File: config.mk
export PLATFORM = sky130hd
export DESIGN_NAME = sync_frame_deframer_top
export DESIGN_NICKNAME = d
export VERILOG_FILES = /design/src/design/sfd_pkg.sv /design/src/design/sfd_parser.sv /design/src/design/sfd_out_buf.sv /design/src/design/sync_frame_deframer_top.sv
export VERILOG_INCLUDE_DIRS = /design/src /design/src/design
export SDC_FILE = /design/constraint.sdc
export NUM_CORES = 1
export LEC_CHECK = 0
export ABC_AREA = 0
export BUFFER_PORTS_ARGS = -buffer_cell sky130_fd_sc_hd__buf_2
export CORE_MARGIN = 4
export CORE_UTILIZATION = 40
export CTS_BUF_LIST = sky130_fd_sc_hd__clkbuf_8 sky130_fd_sc_hd__clkbuf_16
export DETAILED_ROUTE_END_ITERATION = 8
export SYNTH_ARGS = -nofsm -noshare
export SYNTH_HDL_FRONTEND = slang
export SYNTH_SLANG_ARGS = --single-unit
File: constraint.sdc
create_clock -name clock -period 5.4 [get_ports clock]
set_input_delay 1.08 -clock clock [delete_from_list [all_inputs] [get_ports clock]]
set_output_delay 1.08 -clock clock [all_outputs]
set_load 0.01 [all_outputs]
File: src/design/assert_macros.svh
// Assertion helpers used by the deframer top.
`ifndef ASSERT_MACROS_SVH
`define ASSERT_MACROS_SVH

// Property checked at every rising clock edge, ignored while reset is high.
`define ASSERT_CLK(label, clk, rst, prop, msg) \
   label: assert property (@(posedge clk) disable iff (rst) (prop)) else $error(msg);

// Condition that must never be true outside reset.
`define ASSERT_NEVER(label, clk, rst, cond, msg) \
   `ASSERT_CLK(label, clk, rst, !(cond), msg)

`endif

File: src/design/sfd_pkg.sv
package sfd_pkg;

   // Parser phase codes
   localparam logic [2:0] PH_HUNT    = 3'd0;
   localparam logic [2:0] PH_SYNC1   = 3'd1;
   localparam logic [2:0] PH_SYNC2   = 3'd2;
   localparam logic [2:0] PH_ID      = 3'd3;
   localparam logic [2:0] PH_PAYLOAD = 3'd4;
   localparam logic [2:0] PH_CHECK   = 3'd5;

   // Result event codes
   localparam logic [1:0] EV_PAYLOAD = 2'd0;
   localparam logic [1:0] EV_ACCEPT  = 2'd1;
   localparam logic [1:0] EV_REJECT  = 2'd2;
   localparam logic [1:0] EV_SYNCERR = 2'd3;

   // Register map
   localparam int CSR_INDEX_WIDTH = 1;
   localparam logic [CSR_INDEX_WIDTH-1:0] CSR_SYNC_FIRST  = 1'd0;
   localparam logic [CSR_INDEX_WIDTH-1:0] CSR_SYNC_SECOND = 1'd1;

   localparam logic [7:0] SYNC_FIRST_RESET  = 8'd170;
   localparam logic [7:0] SYNC_SECOND_RESET = 8'd85;

   localparam logic [15:0] ERR_MAX = 16'hFFFF;
   localparam logic [7:0]  CNT_MAX = 8'hFF;

   typedef struct packed {
      logic [7:0] sync_first;
      logic [7:0] sync_second;
   } cfg_type;

   typedef struct packed {
      logic [1:0]  event_kind;
      logic [7:0]  payload_byte;
      logic [7:0]  frame_id;
      logic [7:0]  byte_position;
      logic [15:0] error_total;
   } rsp_type;

endpackage

File: src/design/sfd_parser.sv
// Frame parser: one byte of state update per transfer.
module sfd_parser (
   input  logic            clock,
   input  logic            reset,
   input  sfd_pkg::cfg_type cfg,
   input  logic            in_valid,
   input  logic [7:0]      in_byte,
   output logic            res_valid,
   output sfd_pkg::rsp_type res
);

   logic [2:0]  phase_ff, phase_in;
   logic [7:0]  sum_ff, sum_in;
   logic [7:0]  id_ff, id_in;
   logic [7:0]  len_ff, len_in;
   logic [7:0]  cnt_ff, cnt_in;
   logic [15:0] err_ff, err_in;
   logic [15:0] err_bump;
   logic [7:0]  sum_add;
   logic [7:0]  cnt_next;

   assign err_bump = (err_ff == sfd_pkg::ERR_MAX) ? err_ff : err_ff + 16'd1;
   assign sum_add  = sum_ff + in_byte;
   assign cnt_next = (cnt_ff == sfd_pkg::CNT_MAX) ? cnt_ff : cnt_ff + 8'd1;

   // Next state and result for the byte on the input
   always_comb begin
      phase_in  = phase_ff;
      sum_in    = sum_ff;
      id_in     = id_ff;
      len_in    = len_ff;
      cnt_in    = cnt_ff;
      err_in    = err_ff;
      res_valid = 1'b0;
      res       = '0;
      case (phase_ff)
         sfd_pkg::PH_SYNC1: begin
            if (in_byte == cfg.sync_second) begin
               phase_in = sfd_pkg::PH_SYNC2;
               sum_in   = 8'd0;
            end else begin
               err_in         = err_bump;
               phase_in       = sfd_pkg::PH_HUNT;
               res_valid      = 1'b1;
               res.event_kind = sfd_pkg::EV_SYNCERR;
            end
         end
         sfd_pkg::PH_SYNC2: begin
            id_in    = in_byte;
            sum_in   = sum_add;
            phase_in = sfd_pkg::PH_ID;
         end
         sfd_pkg::PH_ID: begin
            len_in   = in_byte;
            sum_in   = sum_add;
            cnt_in   = 8'd0;
            phase_in = sfd_pkg::PH_PAYLOAD;
         end
         sfd_pkg::PH_PAYLOAD: begin
            sum_in = sum_add;
            cnt_in = cnt_next;
            // a zero length still ends after the first payload byte
            if (cnt_next >= len_ff) phase_in = sfd_pkg::PH_CHECK;
            res_valid         = 1'b1;
            res.event_kind    = sfd_pkg::EV_PAYLOAD;
            res.payload_byte  = in_byte;
            res.frame_id      = id_ff;
            res.byte_position = cnt_ff;
         end
         sfd_pkg::PH_CHECK: begin
            phase_in          = sfd_pkg::PH_HUNT;
            res_valid         = 1'b1;
            res.frame_id      = id_ff;
            res.byte_position = cnt_ff;
            if (in_byte == sum_ff) begin
               res.event_kind = sfd_pkg::EV_ACCEPT;
            end else begin
               err_in         = err_bump;
               res.event_kind = sfd_pkg::EV_REJECT;
            end
         end
         default: begin
            // hunting; unused codes fall back here too
            phase_in = (in_byte == cfg.sync_first) ? sfd_pkg::PH_SYNC1 : sfd_pkg::PH_HUNT;
         end
      endcase
      res.error_total = err_in;
      res_valid       = res_valid & in_valid;
   end

   always_ff @(posedge clock) begin
      if (reset) begin
         phase_ff <= sfd_pkg::PH_HUNT;
         sum_ff   <= 8'd0;
         id_ff    <= 8'd0;
         len_ff   <= 8'd0;
         cnt_ff   <= 8'd0;
         err_ff   <= 16'd0;
      end else if (in_valid) begin
         phase_ff <= phase_in;
         sum_ff   <= sum_in;
         id_ff    <= id_in;
         len_ff   <= len_in;
         cnt_ff   <= cnt_in;
         err_ff   <= err_in;
      end
   end

endmodule

File: src/design/sfd_out_buf.sv
// Result register with one skid entry behind it.
module sfd_out_buf (
   input  logic             clock,
   input  logic             reset,
   input  logic             in_valid,
   input  sfd_pkg::rsp_type in_data,
   output logic             full,
   output logic             out_valid,
   input  logic             out_stall,
   output sfd_pkg::rsp_type out_data
);

   logic             out_valid_ff;
   logic             skid_valid_ff;
   sfd_pkg::rsp_type out_data_ff;
   sfd_pkg::rsp_type skid_data_ff;
   logic             out_free;

   assign out_free  = !out_valid_ff || !out_stall;
   assign full      = skid_valid_ff;
   assign out_valid = out_valid_ff;
   assign out_data  = out_data_ff;

   // Control: skid drains first; new results only arrive while skid is empty
   always_ff @(posedge clock) begin
      if (reset) begin
         out_valid_ff  <= 1'b0;
         skid_valid_ff <= 1'b0;
      end else if (out_free) begin
         out_valid_ff  <= skid_valid_ff || in_valid;
         skid_valid_ff <= 1'b0;
      end else if (in_valid) begin
         skid_valid_ff <= 1'b1;
      end
   end

   // Payload
   always_ff @(posedge clock) begin
      if (out_free) begin
         out_data_ff <= skid_valid_ff ? skid_data_ff : in_data;
      end else if (in_valid) begin
         skid_data_ff <= in_data;
      end
   end

endmodule

File: src/design/sync_frame_deframer_top.sv
// Streaming deframer for frames of two sync bytes, an ID byte, a length byte, the payload and
// a modulo-256 checksum over ID, length and payload. One received byte is taken per clock
// while req_stall is low; the parser updates its state in the same cycle a byte is transferred
// in, and any event (payload byte, frame accept, checksum reject, sync error) appears on the
// rsp_ channel from the result register. While rsp_stall holds a result in that register,
// bytes that make no event (hunting, ID, length) keep flowing and one more event is parked
// in a second entry; req_stall then rises until the backlog drains. Sync byte values are set
// through the csr_ port by the user while the block is idle; the block does not enforce this.
module sync_frame_deframer_top (
   input  logic                                clock,
   input  logic                                reset,
   input  logic                                req_valid,
   output logic                                req_stall,
   input  logic [7:0]                          req_rx_byte,
   output logic                                rsp_valid,
   input  logic                                rsp_stall,
   output logic [1:0]                          rsp_event_kind,
   output logic [7:0]                          rsp_payload_byte,
   output logic [7:0]                          rsp_frame_id,
   output logic [7:0]                          rsp_byte_position,
   output logic [15:0]                         rsp_error_total,
   input  logic                                csr_wr_en,
   input  logic [sfd_pkg::CSR_INDEX_WIDTH-1:0] csr_index,
   input  logic [7:0]                          csr_wdata
);

`include "assert_macros.svh"

   sfd_pkg::cfg_type cfg_ff;
   sfd_pkg::rsp_type res;
   sfd_pkg::rsp_type rsp_data;
   logic             res_valid;
   logic             req_take;
   logic             buf_full;

   // Configuration registers
   always_ff @(posedge clock) begin
      if (reset) begin
         cfg_ff.sync_first  <= sfd_pkg::SYNC_FIRST_RESET;
         cfg_ff.sync_second <= sfd_pkg::SYNC_SECOND_RESET;
      end else if (csr_wr_en) begin
         case (csr_index)
            sfd_pkg::CSR_SYNC_FIRST:  cfg_ff.sync_first  <= csr_wdata;
            sfd_pkg::CSR_SYNC_SECOND: cfg_ff.sync_second <= csr_wdata;
            default: ;
         endcase
      end
   end

   assign req_stall = buf_full;
   assign req_take  = req_valid && !req_stall;

   sfd_parser u_parser (
      .clock     (clock),
      .reset     (reset),
      .cfg       (cfg_ff),
      .in_valid  (req_take),
      .in_byte   (req_rx_byte),
      .res_valid (res_valid),
      .res       (res)
   );

   sfd_out_buf u_out_buf (
      .clock     (clock),
      .reset     (reset),
      .in_valid  (res_valid),
      .in_data   (res),
      .full      (buf_full),
      .out_valid (rsp_valid),
      .out_stall (rsp_stall),
      .out_data  (rsp_data)
   );

   assign rsp_event_kind    = rsp_data.event_kind;
   assign rsp_payload_byte  = rsp_data.payload_byte;
   assign rsp_frame_id      = rsp_data.frame_id;
   assign rsp_byte_position = rsp_data.byte_position;
   assign rsp_error_total   = rsp_data.error_total;

   // A full skid entry always has a result waiting ahead of it
   `ASSERT_NEVER(a_skid_without_out, clock, reset,
      buf_full && !rsp_valid, "skid full, output empty")

   // Error events always carry a nonzero error count
   `ASSERT_CLK(a_err_counted, clock, reset,
      rsp_valid && (rsp_event_kind == sfd_pkg::EV_SYNCERR ||
      rsp_event_kind == sfd_pkg::EV_REJECT) |-> rsp_error_total != 16'd0,
      "error event with zero error count")

   // Only payload events carry a payload byte
   `ASSERT_CLK(a_payload_only, clock, reset,
      rsp_valid && rsp_event_kind != sfd_pkg::EV_PAYLOAD |-> rsp_payload_byte == 8'd0,
      "payload byte on non-payload event")

   // A result made while the output is stalled lands in the skid entry
   `ASSERT_CLK(a_skid_fill, clock, reset,
      rsp_valid && rsp_stall && res_valid |=> buf_full,
      "result lost under stall")

endmodule
==> impl_metrics.yaml <==
yosys:
  yosysUniqueCellTypes: 67
  synth_top_family_by_area: "simple AND/OR/NAND/NOR gates"
  async_flop_share_pct: 0
  synth_warnings: 0
  yosys.cell_count.top_type: "edfxtp_1"
  syn_inst: 642
  ys_seq_elements: 153
  post_synth_main_area_contributors: "edfxtp_1, dfxtp_1, mux2_2, mux2i_1, xor2_1"
  muxShareOfSynthArea_pct: 10.69
  synth_edf_count: 84
  synth_common_cells: "edfxtp_1, dfxtp_1, nor2_1"
  ys.flop_type: "edfxtp_1"
  yosysTopAreaCellShare_pct: 34.16
  synth-compound-area-share_pct: 10.81
  synth.avg_cell_area_um2: 11.50
  synth_area_leader_cell: "edfxtp_1"
  synth_fa_ha_area_share_pct: 3.151
  yosys.area_share.simple_pct: 13.91
  synth-xor-area-share_pct: 5.337
  synth_nets: 682
  ys_seq_area_share_pct: 52.86
  netlist_area_mm2: 0.007385
worst_setup_path:
  worst_ep_arrival_time_ns: 3.59
  cp_data_required_time_ns: 5.57
  worst_setup_path_end_kind: "flop"
  r2r_cells: 11
  cp-start-kind: "input pin"
  criticalPathCategory: "in -> reg"
  worstPathMaxFanout: 12
  crit_path_start: "req_rx_byte[4]"
  worstReg2RegStart: "u_parser.cnt_ff[5]"
routing:
  wirelength_um: 16120
  drc: 0
  dr.pass1.iters: 5
  vias_per_cell: 5.419
  drtIter0Drc: 281
  routedWlPerCell_um: 17.13
  ant_nets: 0
  via_count: 5099
clock_network:
  cts_buffers: 17
  cts_tree: "yes"
  clock-root-buffer: "clkbuf_16"
  cts.sinks: 153
  clk_pin_slew_worst_paths_ns: 0.06
  clock_latency_ns: 0.42
  cts_setup_buffers: 0
  cts_resized: 0
  cts_hold_buf: 0
  h-tree-depth: 4
  cts_buffer_depth: 2
pwr:
  cellPowerDensity_mw_per_mm2: 289.3
  power.total_w: 0.002452
  peakVddDrop_v: 0.0002052
  leakage_nw: 3.513
worst_hold_path:
  holdCritPathClass: "reg -> reg"
  holdPathStages: 2
  hp-start: "u_parser.sum_ff[0]"
finish:
  synthToLayoutAreaGrowth_pct: 14.79
  final_cells: 941
  fin_util_pct: 46.87
  diodes: 0
  drive_gt1_share_pct: 23.60
  layout.nets: 739
grt:
  grt_pass1_vias: 5050
  overflow: 0
  antenna_found_initial: 0
  grt_pass1_wl_um: 26200
  grt_max_degree: 55
  grt_usage_pct: 16.05
timing:
  finalSetupViolCount: 0
  fin_skew_ns: 0.01376
  relSlewSlack_pct: 40.01
  fin_crit_ns: 3.426
  fin_ws_ns: 1.974
  drv_slew: 0
  hold_viol: 0
  finalCritPeriodShare_pct: 63.44
  rsz0062_at_grt: "no"
  setup_tns_ns: 0
  max_freq_mhz: 291.9
  worstMarginPinSlew_ns: 0.8980
placement:
  dp.cells: 909
  dp_slack_ns: 1.571
  io_buffers: 65
  place_hpwl_um: 11340
  place.gp.congestion: 0.8564
floorplanning:
  start_util_pct: 40.83
  num_rows: 49
  die_x_um: 143.9
  die-area_mm2: 0.02070
  coreArea_mm2: 0.01809
  ios: 66
  die_h_um: 143.9
outcome:
  outcome: "finished, final reports clean"
run:
  max_cap_violations: 0
-- registers in the layout (all words and copies together), names as in the netlist --
| register | cells |
|---|---|
| u_out_buf.out_data | 42 |
| u_out_buf.skid_data_ff | 42 |
| cfg_ff | 16 |
| u_parser.err_ff | 16 |
| u_parser.cnt_ff | 8 |
| u_parser.id_ff | 8 |
| u_parser.len_ff | 8 |
| u_parser.sum_ff | 8 |
| u_parser.phase_ff | 3 |
| u_out_buf.full | 1 |
| u_out_buf.out_valid | 1 |
-- path summary, 6_finish.rpt --
path                                               end  slack, ns
worst max-delay path            u_out_buf.out_data[12]       1.97
worst min register to register      u_parser.sum_ff[0]       0.47
worst max register to register    u_parser.phase_ff[1]       2.13
worst min-delay path                u_parser.sum_ff[0]       0.47
-- layout by cell type (no fill, tap or decap), types with 11 or more instances in the layout --
cell,instances
dfxtp_1,68
clkbuf_16,18
nor2_1,58
and3_1,13
mux2_2,45
mux2i_1,26
buf_2,65
nor3_1,11
nand3_1,25
inv_1,25
xnor2_1,17
ha_1,17
o21ai_0,11
xor2_1,28
edfxtp_1,84
and2_1,19
a21oi_1,27
nand2_1,34
-- critical path, stage by stage --
cell and delay, ns:
buf_2 0.16, ha_1 0.39, nor3_1 0.10, nand3_1 0.16
nand3_1 0.48, a2111oi_1 0.55, mux2_2 0.40, mux2_2 0.26
-- per-layer routing --
layer | wire [um] | GRT usage [%]
met2 | 7637 | 26.36
met1 | 7409 | 20.90
met5 | 0 | 0
met4 | 270 | 5.550
met3 | 801 | 3.661
-- logic make-up after synthesis --
| group | count (synthesis) |
|---|---|
| simple gates | 198 |
| xor+xnor | 45 |
| buf+inv | 55 |
| flops | 153 |
| mux | 73 |
| fa+ha+maj | 18 |
| compound gates | 100 |
-- where the power goes --
part / internal [W] / switching, W
clock network: 0.000684 / 0.000467
logic: 0.0000250 / 0.0000488
registers: 0.00122 / 0.00000485
-- area by class of cell --
type                            count  area, um^2
Fill cell                        1612        9609
Clock buffer                       20       478.0
Sequential cell                   153        3905
Multi-Input combinational cell    434        3259
Tap cell                          229       286.5
Inverter                           22       82.58
Timing Repair Buffer               71       370.4
Clock inverter                     12       95.09
-- metrics by stage --
stage	hold WS, ns	area (um^2)
global route	0.4904	8477
CTS	0.4627	8477
finish	0.4657	8477
floorplan	0.4326	7390
global placement	0.4452	7904
detailed placement	0.4547	7904
Power figures use the tool's default switching activity.
